===== config.mk =====
export PLATFORM = sky130hd
export DESIGN_NAME = prm_div
export DESIGN_NICKNAME = d
export VERILOG_FILES = /design/src/design/prm_pkg.sv /design/src/design/prm_div.sv
export SDC_FILE = /design/constraint.sdc
export NUM_CORES = 1
export LEC_CHECK = 0
export BUFFER_PORTS_ARGS = -buffer_cell sky130_fd_sc_hd__buf_2
export CAP_MARGIN = 0
export CORE_ASPECT_RATIO = 1.25
export CORE_MARGIN = 5
export CORE_UTILIZATION = 50
export DETAILED_ROUTE_END_ITERATION = 10
export GPL_ROUTABILITY_DRIVEN = 0
export GPL_TIMING_DRIVEN = 0
export PLACE_DENSITY = 0.71
export SETUP_SLACK_MARGIN = 0.02
export SLEW_MARGIN = 20
export SYNTH_ARGS = -nofsm -noshare
export SYNTH_HDL_FRONTEND = slang
export SYNTH_SLANG_ARGS = --single-unit

===== constraint.sdc =====
create_clock -name clk -period 3.8 [get_ports clk]
set_input_delay 0.19 -clock clk [delete_from_list [all_inputs] [get_ports clk]]
set_output_delay 0.19 -clock clk [all_outputs]
set_load 0.05 [all_outputs]

===== src/design/prm_pkg.sv =====
// prm_pkg: shared constants, codes and helpers for the polygon region mask
// no dependencies; used by prm_div, polygon_region_mask, prm_checker and tb_top
package prm_pkg;

  localparam int MAX_VERTICES    = 128;
  localparam int COORD_FRAC_BITS = 4;

  localparam int IDX_W = (MAX_VERTICES > 1) ? $clog2(MAX_VERTICES) : 1;
  localparam int CNT_W = $clog2(MAX_VERTICES + 1);

  // arithmetic widths
  localparam int DIF_W = 17;            // difference of two coordinates
  localparam int PRD_W = 2 * DIF_W;     // product of two differences
  localparam int ACC_W = PRD_W + 1;     // sum of two products
  localparam int QUO_W = 18;            // crossing offset, bounded by one edge span
  localparam int MAG_W = PRD_W - 1;     // magnitude of a product

  localparam logic signed [15:0] COORD_MAX = 16'sh7fff;
  localparam logic signed [15:0] COORD_MIN = 16'sh8000;

  typedef enum logic [1:0] {
    CMD_START  = 2'd0,
    CMD_APPEND = 2'd1,
    CMD_TEST   = 2'd2,
    CMD_RSVD   = 2'd3
  } cmd_t;

  typedef enum logic [1:0] {
    ST_OK   = 2'd0,
    ST_FULL = 2'd1,
    ST_FEW  = 2'd2,
    ST_RSVD = 2'd3
  } status_t;

  typedef enum logic [1:0] {
    REG_KEEP_INSIDE = 2'd0,
    REG_FILL_VALUE  = 2'd1,
    REG_RAY_END_X   = 2'd2,
    REG_NONE        = 2'd3
  } reg_idx_t;

  // a - b, sign extended to a coordinate difference
  function automatic logic signed [DIF_W-1:0] sub17(input logic signed [15:0] a,
                                                    input logic signed [15:0] b);
    logic signed [DIF_W-1:0] ea;
    logic signed [DIF_W-1:0] eb;
    ea = DIF_W'(a);
    eb = DIF_W'(b);
    return ea - eb;
  endfunction

endpackage


===== src/design/prm_div.sv =====
// prm_div: iterative restoring signed divider, one quotient bit per cycle
// truncates toward zero; depends on prm_pkg
module prm_div import prm_pkg::*; (
  input  logic                    clk,
  input  logic                    rst_n,
  input  logic                    start,
  input  logic signed [PRD_W-1:0] num,
  input  logic signed [DIF_W-1:0] den,
  output logic                    done,
  output logic signed [QUO_W-1:0] quo
);

  localparam int STEP_W = $clog2(MAG_W + 1);

  logic [MAG_W-1:0]  dvd_r, dvd_nxt;
  logic [DIF_W-1:0]  rem_r, rem_nxt;
  logic [DIF_W-1:0]  dmag_r;
  logic              neg_r;
  logic [STEP_W-1:0] cnt_r, cnt_nxt;
  logic              run_r, run_nxt;
  logic              done_r, done_nxt;

  logic [PRD_W-1:0]  num_abs;
  logic [DIF_W-1:0]  den_abs;
  logic [DIF_W-1:0]  shifted;
  logic              fits;

  assign num_abs = num[PRD_W-1] ? PRD_W'(-num) : PRD_W'(num);
  assign den_abs = den[DIF_W-1] ? DIF_W'(-den) : DIF_W'(den);
  assign shifted = {rem_r[DIF_W-2:0], dvd_r[MAG_W-1]};
  assign fits    = (shifted >= dmag_r);

  always_comb begin
    dvd_nxt  = dvd_r;
    rem_nxt  = rem_r;
    cnt_nxt  = cnt_r;
    run_nxt  = run_r;
    done_nxt = 1'b0;
    if (start) begin
      dvd_nxt = num_abs[MAG_W-1:0];
      rem_nxt = '0;
      cnt_nxt = '0;
      run_nxt = 1'b1;
    end else if (run_r) begin
      rem_nxt = fits ? shifted - dmag_r : shifted;
      dvd_nxt = {dvd_r[MAG_W-2:0], fits};
      cnt_nxt = cnt_r + 1'b1;
      if (cnt_r == STEP_W'(MAG_W - 1)) begin
        run_nxt  = 1'b0;
        done_nxt = 1'b1;
      end
    end
  end

  always_ff @(posedge clk) begin
    if (!rst_n) begin
      run_r  <= 1'b0;
      done_r <= 1'b0;
      cnt_r  <= '0;
    end else begin
      run_r  <= run_nxt;
      done_r <= done_nxt;
      cnt_r  <= cnt_nxt;
    end
  end

  always_ff @(posedge clk) begin
    dvd_r <= dvd_nxt;
    rem_r <= rem_nxt;
    if (start) begin
      dmag_r <= den_abs;
      neg_r  <= num[PRD_W-1] ^ den[DIF_W-1];
    end
  end

  assign done = done_r;
  assign quo  = neg_r ? QUO_W'(-$signed({1'b0, dvd_r})) : QUO_W'($signed({1'b0, dvd_r}));

endmodule


==> flow_summary.ini, run 1 <==
[run_status]
status = finished clean

[synth]
synth_fp_nets = 665
yosysWarnings = 0
synth.area.top_cells = edfxtp_1 30%, dfxtp_1 9.3%, xor2_1 7.3%, xnor2_1 5.4%, ha_1 5.3%
seq_area_frac_synth_pct = 38.8
synth_area_mm2 = 0.00519
synth_top_cell_by_area = edfxtp_1
synth-seq-cells = 75
avgSynthCellArea_um2 = 8.82
yosysTopAreaCellShare_pct = 29.5
synth_cell_types = 51
postSynthCellCount = 588

[die]
start_util_pct = 51.3
core_mm2 = 0.0101
dieArea_mm2 = 0.0125
die_y_um = 124
die_w_um = 101
rows = 41
ioPinCount = 73

[drt]
drt_iter0_markers = 234
drtAntennaViolNets = 0
first_pass_iters = 5
via_count = 4668
routedWlPerCell_um = 16.2
vias_per_cell = 5.81
drt-total-wl_um = 13000
drc_errors = 0

[worst_hold_path]
hold_end = dmag_r[0]$_DFFE_PP_
hold_class = in2reg
hp-start = den[0]
hold_depth = 1

[finish]
syn_to_final_growth_pct = 15.0
layout.nets = 747
final_cell_count_no_fill = 804
drive_gt1_share_pct = 14.2
utilization_pct = 59.0
final_cell_mix = 71 x buf_2, 61 x nor2_1, 52 x a21oi_1
final_common_cell = buf_2
n_antenna_cell = 0
stdcell_area_mm2 = 0.00596

[critical_path]
cpMostUsedCell = or3_1
cp.arrival_ns = 2.74
crit_chain = or3_1 > nand4b_1 > or3_1 > nand2b_1 > o31ai_1 > xnor2_1 > buf_2
cp.buffers_inverters = 1
slowest_delay_ns = 0.47
rr_startpoint = dmag_r[4]$_DFFE_PP_
r2r_setup_slack_ns = 0.94
crit_path_top_delay_cell = edfxtp_1
cp-start-kind = register
r2r_end = rem_r[1]$_SDFFE_PP0P_
crit_type = reg2out
required_ns = 3.61
end_kind = output port
r2r_cells = 9
critical_path.top_delay_family = simple AND/OR/NAND/NOR gates
crit_path_max_fanout = 5

[sta]
clock.fmax_mhz = 342
worst_pin_slew_ns = 0.735
fin_setup_tns_ns = 0
fin_crit_ns = 2.93
period_share_pct = 77.0
setup_violations = 0
drv_slew = 0
slew_headroom_pct = 50.9
fin_skew_ns = 0.00968
finalHoldViolCount = 0
grt_setup_unrepaired = no

[clocking]
post_cts_buffers = 0
cts_hold_buf = 0
cts_num_sinks = 75
clock_path_buffers = 2
worstSkewPairLatency_ns = 0.34
numCtsBuffers = 9
htreeDepth = 3
cts_tree = built
path_clk_slew_ns = 0.06
ctsResizeCount = 0
clockRootBuffer = clkbuf_16

[placement]
io_buffers = 71
dp_hpwl_um = 9860
dp.cells = 788
placed_area_mm2 = 0.00570

[pwr]
clkPwrFrac_pct = 32.0
p_sw_share_pct = 33.3
peakVddDrop_mv = 0.251
intPower_uw = 1590
p_seq_share_pct = 42.2
p_switching_uw = 794
p_comb_share_pct = 25.8
cellLeakagePower_uw = 0.00234
power_density_mw_per_mm2 = 400
finalPower_uw = 2390

[grt]
grt.overflow.total = 0
antenna_found_initial = 0
grt_pass1_vias = 4581
grt_first_pass_wirelength_um = 21300
grtUsageTotal_pct = 21.4
grt_max_degree = 34

[run]
cap_viol_max_count = 0
## Yosys cell counts, drive strengths merged
cell type and count:
nor2 61, a21oi 52, edfxtp 51, nand2 50, xor2 43, o21ai 33, xnor2 32, inv 31
clkbuf 27, dfxtp 24, ha 22, o31ai 22, nand4 17, or3 16, nor3 13, nand2b 11
nand3 10, o211ai 8, o41ai 6, or4 6, a21o 5, o311ai 5, and2 4, nor2b 4
nor4 4, o21a 4, a41oi 3, buf 3, a211o 2, a211oi 2, a311oi 2, a32oi 2
mux2i 2, a21boi 1, a221o 1, a31oi 1, and3 1, fa 1, nand3b 1, nand4b 1
nor3b 1, nor4b 1, o221ai 1, or2 1
## worst max-delay path by stage
stage / from / slack [ns] / depth (start not counted) / end
floorplan: dvd_r[4]$_DFFE_PP_ / 1.33 / 6 / quo[14]
global placement: dmag_r[4]$_DFFE_PP_ / 1.07 / 9 / rem_r[4]$_SDFFE_PP0P_
detailed placement: dmag_r[4]$_DFFE_PP_ / 1.02 / 9 / rem_r[5]$_SDFFE_PP0P_
CTS: dvd_r[2]$_DFFE_PP_ / 0.87 / 7 / quo[17]
global route: dvd_r[3]$_DFFE_PP_ / 0.67 / 7 / quo[17]
finish: dvd_r[2]$_DFFE_PP_ / 0.87 / 7 / quo[17]
## layout make-up
type	instances	area [um^2]
fill	903	4140
multi-input combinational	452	2940
sequential	75	2010
timing repair buffer	71	355
clock buffer	9	225
tap	129	161
buffer	30	116
inverter	31	116
clock inverter	7	35.0
## power groups by stage
stage | combinational, uW | clock, uW | sequential [uW]
finish | 616 | 764 | 1010
global route | 671 | 816 | 1010
CTS | 615 | 775 | 1010
detailed placement | 613 | 0 | 1020
global placement | 599 | 0 | 1020
floorplan | 455 | 0 | 1000
## logic make-up (layout without fill, tap and decap cells)
logic type | Yosys count | after routing | share of synthesized area (%)
buffers and inverters | 61 | 148 | 4.49
flip-flops | 75 | 75 | 38.8
adder cells (fa/ha/maj) | 23 | 23 | 5.69
multiplexers | 2 | 2 | 0.386
AO/OA/AOI/OAI | 150 | 150 | 18.6
AND/OR/NAND/NOR | 202 | 202 | 19.3
XOR/XNOR | 75 | 75 | 12.7
## per-stage QoR
step	worst slack, ns	hold slack [ns]
2_1_floorplan	1.33	0.289
3_3_place_gp	1.07	0.420
3_5_place_dp	1.02	0.421
4_1_cts	0.871	0.0698
5_1_grt	0.675	0.0768
6_report	0.875	0.0863
## routing by layer
metal	share of wire (%)	wire length, um	track usage [%]	up-vias
li1	-	-	-	2290
met1	41	5320	25.4	2213
met2	52	6800	38.2	140
met3	5.2	672	4.26	25
met4	1.6	214	7.32	0
met5	0	0	0	-
## state kept, by name, summed over array words and instances (netlist names)
register and count:
dvd_r 33, dmag_r 17, rem_r 16, cnt_r 6, done 1, neg_r 1, run_r 1
Power figures use the tool's default switching activity.
==> run 2: changes to the inputs <==
Settings changed: PLACE_DENSITY 0.71 to 0.74.
Clock period 3.8 ns to 2.65 ns, I/O delays scaled along.
==> run 2 against run 1 <==
  * Hold slack got worse by 0.067 ns
  * Core utilization rose by 0.63 points
  * Final cell count fell by 0.37%
  * Via count fell by 0.15%
  * Sequential cell count did not move
  * Largest power group unchanged
==> flow_summary.ini, run 2 (synthesized netlist as in run 1, its figures left out) <==
[die]
rows = 41
start_util_pct = 51.3
die_y_um = 124
die_w_um = 101
core_mm2 = 0.0101
dieArea_mm2 = 0.0125
ioPinCount = 73

[grt]
antenna_found_initial = 0
grt_first_pass_wirelength_um = 20700
grtUsageTotal_pct = 21.0
grt.overflow.total = 0
grt_pass1_vias = 4463
grt_max_degree = 34

[finish]
drive_gt1_share_pct = 16.2
final_cell_count_no_fill = 801
largestRegisters = dvd_r (33), dmag_r (17), rem_r (16)
syn_to_final_growth_pct = 16.2
fillers = 869
final_cell_mix = 68 x buf_2, 61 x nor2_1, 51 x edfxtp_1
n_antenna_cell = 0
regMostFlops = dvd_r
final-seq-area_mm2 = 0.00201
largest_reg_flops = 33
multi_input_area_mm2 = 0.00300
final_common_cell = buf_2
layout.nets = 745

[sta]
fin_crit_ns = 2.61
clock.fmax_mhz = 383
grt_setup_unrepaired = yes
finalHoldViolCount = 0
period_share_pct = 98.6
fin_setup_tns_ns = 0
drv_slew = 0
setup_violations = 0
whs_ns = 0.0190
fin_skew_ns = 0.00727
worst_pin_slew_ns = 0.702
slew_headroom_pct = 53.1

[clocking]
cts_hold_buf = 0
htreeDepth = 3
cts_num_sinks = 75
numCtsBuffers = 9
cts_tree = built
path_clk_slew_ns = 0.06
clockRootBuffer = clkbuf_16
worstSkewPairLatency_ns = 0.33
clock_path_buffers = 2

[critical_path]
cp-start-kind = register
end_kind = output port
r2r_cells = 9
r2r_setup_slack_ns = 0.14
cp.arrival_ns = 2.48
crit_type = reg2out
crit_path_start = dvd_r[4]$_DFFE_PP_
rr_startpoint = dmag_r[4]$_DFFE_PP_
required_ns = 2.52
crit_path_max_fanout = 3

[run]
cap_viol_max_count = 0

[drt]
drt-total-wl_um = 13100
first_pass_iters = 5
routedWlPerCell_um = 16.4
drtAntennaViolNets = 0
drc_errors = 0
vias_per_cell = 5.82
via_count = 4661
drt_iter0_markers = 314

[run_status]
status = finished clean

[placement]
dp.cells = 788
dp_hpwl_um = 9780
io_buffers = 71

[pwr]
power_density_mw_per_mm2 = 569
peakVddDrop_mv = 0.390
cellLeakagePower_uw = 0.00237

[worst_hold_path]
hold_depth = 1
hp-start = den[0]
hold_class = in2reg
[run 2: changes by cell type in the layout (fill, tap and decap cells not counted), sizes merged]
cell	before	now
clkinv	6	2
clkbuf	36	35
buf	74	76
[run 2: repair_timing]
| action | CTS | global route |
|---|---|---|
| endpoints found under the setup margin | 16 | 18 |
| pin swaps | 0 | 1 |
| gates resized for setup | 9 | 13 |
| buffers inserted | 3 | 0 |
[run 2: worst max-delay path, cell delays in order (launching register included)]
cell and delay (ns):
edfxtp_1 0.39, or3_4 0.41, nand4b_1 0.21, or3_4 0.37, nand2b_4 0.17, o31ai_2 0.21
xnor2_1 0.16, buf_4 0.23
[run 2: cell type report]
| cell class | count | area share, % |
|---|---|---|
| buffer | 25 | 1.68 |
| tap | 129 | 2.68 |
| timing repair buffer | 74 | 6.44 |
| inverter | 31 | 1.93 |
| sequential | 75 | 33.4 |
| clock inverter | 3 | 0.270 |
| multi-input combinational | 452 | 49.7 |
| clock buffer | 12 | 3.92 |
[run 2: final timing paths]
check | endpoint
hold reg to reg | done$_SDFF_PP0_
hold / removal | dmag_r[0]$_DFFE_PP_
setup / recovery | quo[17]
setup reg to reg | rem_r[4]$_SDFFE_PP0P_
[run 2: power breakdown]
part / total, uW / leakage (uW) / internal [uW] / switching [uW]
clock: 1070 / 0.000120 / 624 / 446
sequential: 1440 / 0.000694 / 1370 / 66.4
combinational: 921 / 0.00156 / 308 / 613
[run 2: routing by layer]
layer  vias to the layer above  track usage (%)  share of wire [%]
met1                      2213             25.4                 40
li1                       2282                -                  -
met4                         0             7.32                1.7
met5                         -                0                  0
met3                        20             3.53                5.6
met2                       146             37.3                 53
[run 2: through the flow]
step	utilization [%]	power (uW)	cell area (um^2)	setup slack, ns
floorplan	-	2090	5190	0.242
global placement	56.4	2320	5700	-0.0734
detailed placement	56.4	2350	5700	-0.112
CTS	59.4	3430	6000	0.0179
global route	59.6	3580	6030	-0.0395
finish	59.6	3430	6030	0.0378
==> run 3: changes to the inputs <==
Settings changed: BUFFER_PORTS_ARGS -buffer_cell sky130_fd_sc_hd__buf_2 to -buffer_cell sky130_fd_sc_hd__buf_4, GPL_TIMING_DRIVEN 0 to unset.
==> run 3 against run 2 <==
  * Critical path type unchanged
  * Via count shrank 1.4%
  * Hold slack better by 0.021 ns
  * Die area unchanged
  * Largest power group is now clock
  * Global-route usage up 0.14 points
  * Sequential power about the same
==> flow_summary.ini, run 3 (synthesized netlist as in run 1, its figures left out) <==
[run_status]
status = finished clean

[die]
start_util_pct = 51.3
die_w_um = 101
ioPinCount = 73
dieArea_mm2 = 0.0125
core_mm2 = 0.0101
rows = 41
die_y_um = 124

[critical_path]
cp-start-kind = register
required_ns = 2.52
critical_path.top_delay_family = simple AND/OR/NAND/NOR gates
cp.arrival_ns = 2.46
end_kind = output port
cp.buffers_inverters = 1
crit_path_top_delay_cell = or3_4
rr_startpoint = dmag_r[4]$_DFFE_PP_
crit_path_start = dvd_r[4]$_DFFE_PP_
crit_path_max_fanout = 3
crit_chain = or3_4 > nand4b_1 > or3_4 > nand2b_4 > o31ai_4 > xnor2_1 > buf_4
crit_type = reg2out
slowest_delay_ns = 0.41
cpMostUsedCell = or3_4

[finish]
syn_to_final_growth_pct = 21.7
largestRegisters = dvd_r (33), dmag_r (17), rem_r (16)
drive_gt1_share_pct = 17.6
final_common_cell = buf_4
final_cell_mix = 89 x buf_4, 61 x nor2_1, 52 x a21oi_1
layout.nets = 736
fillers = 825
largest_reg_flops = 33
n_antenna_cell = 0
regMostFlops = dvd_r

[pwr]
finalPower_uw = 3880
power_density_mw_per_mm2 = 614
cellLeakagePower_uw = 0.00251
peakVddDrop_mv = 0.314

[drt]
vias_per_cell = 5.79
drtAntennaViolNets = 0
first_pass_iters = 5
drt-total-wl_um = 12800
drt_iter0_markers = 230
drc_errors = 0
via_count = 4595
routedWlPerCell_um = 16.1

[grt]
grt_first_pass_wirelength_um = 21000
grt_pass1_vias = 4471
grtUsageTotal_pct = 21.1
grt.overflow.total = 0
antenna_found_initial = 0
grt_max_degree = 57

[clocking]
path_clk_slew_ns = 0.06
worstSkewPairLatency_ns = 0.33
cts_num_sinks = 75
htreeDepth = 3
cts_tree = built
clock_path_buffers = 2
numCtsBuffers = 9
clockRootBuffer = clkbuf_16

[sta]
fin_skew_ns = 0.00507
slew_headroom_pct = 53.8
drv_slew = 0
clock.fmax_mhz = 386
fin_crit_ns = 2.59
period_share_pct = 97.8
fin_setup_tns_ns = 0
worst_pin_slew_ns = 0.692
finalHoldViolCount = 0
setup_violations = 0
grt_setup_unrepaired = yes

[run]
cap_viol_max_count = 0

[placement]
io_buffers = 72
dp_hpwl_um = 9330

[worst_hold_path]
hp-start = rst_n
hold_class = in2reg
[run 3: report_power, final]
part / switching (uW) / leakage [uW] / internal [uW]
Clock: 459 / 0.000172 / 1010
Sequential: 80.7 / 0.000694 / 1370
Combinational: 594 / 0.00165 / 362
Total: 1130 / 0.00251 / 2740
[run 3: metal layers]
metal	track usage (%)	vias up	share of wire (%)	routed length (um)
li1	-	2268	-	-
met1	24.2	2181	38	4880
met2	38.6	129	55	7020
met3	3.87	17	5.0	643
met4	8.06	0	1.6	206
met5	0	-	0	0
[run 3: per-stage QoR]
step	cells	util, %	instance area [um^2]	worst slack, ns	hold WS (ns)
after floorplan	588	-	5190	0.242	0.231
after detailed placement	771	58.0	5860	0.262	0.344
final	793	62.5	6310	0.0581	0.0399
after global routing	793	62.5	6310	-0.0627	0.0392
after global placement	771	58.0	5860	0.306	0.343
after CTS	791	62.1	6270	0.0291	0.0347
[run 3: what timing repair did]
| action | CTS | global route |
|---|---|---|
| endpoints found under the setup margin | 2 | 9 |
| pin swaps | 0 | 2 |
| endpoints found under the hold margin | 1 | 0 |
| hold buffers | 1 | 0 |
| resized for setup | 4 | 5 |
| buffers inserted | 3 | 2 |
[run 3: worst paths after layout]
kind / to / slack [ns] / cells after the start
max: quo[15] / 0.06 / 7
min: run_r$_SDFF_PN0_ / 0.04 / 2
max reg2reg: rem_r[9]$_SDFFE_PP0P_ / 0.27 / 9
min reg2reg: done$_SDFF_PP0_ / 0.49 / 2
[run 3: final cells by class]
class | instances | area (um^2) | share of cell area, %
multi-input combinational | 452 | 2990 | 47.3
sequential | 75 | 2010 | 31.9
timing repair buffer | 90 | 678 | 10.7
clock buffer | 10 | 229 | 3.63
tap | 129 | 161 | 2.56
clock inverter | 6 | 128 | 2.02
inverter | 31 | 116 | 1.84
[run 3: worst reg2reg max path, stage by stage, from the launching register on]
cell and delay, ns:
edfxtp_1 0.36, inv_1 0.08, ha_1 0.29, a21o_1 0.24
a211o_1 0.24, o21a_1 0.21, o21ai_1 0.20, buf_4 0.22
nand2_1 0.09, a221o_1 0.34
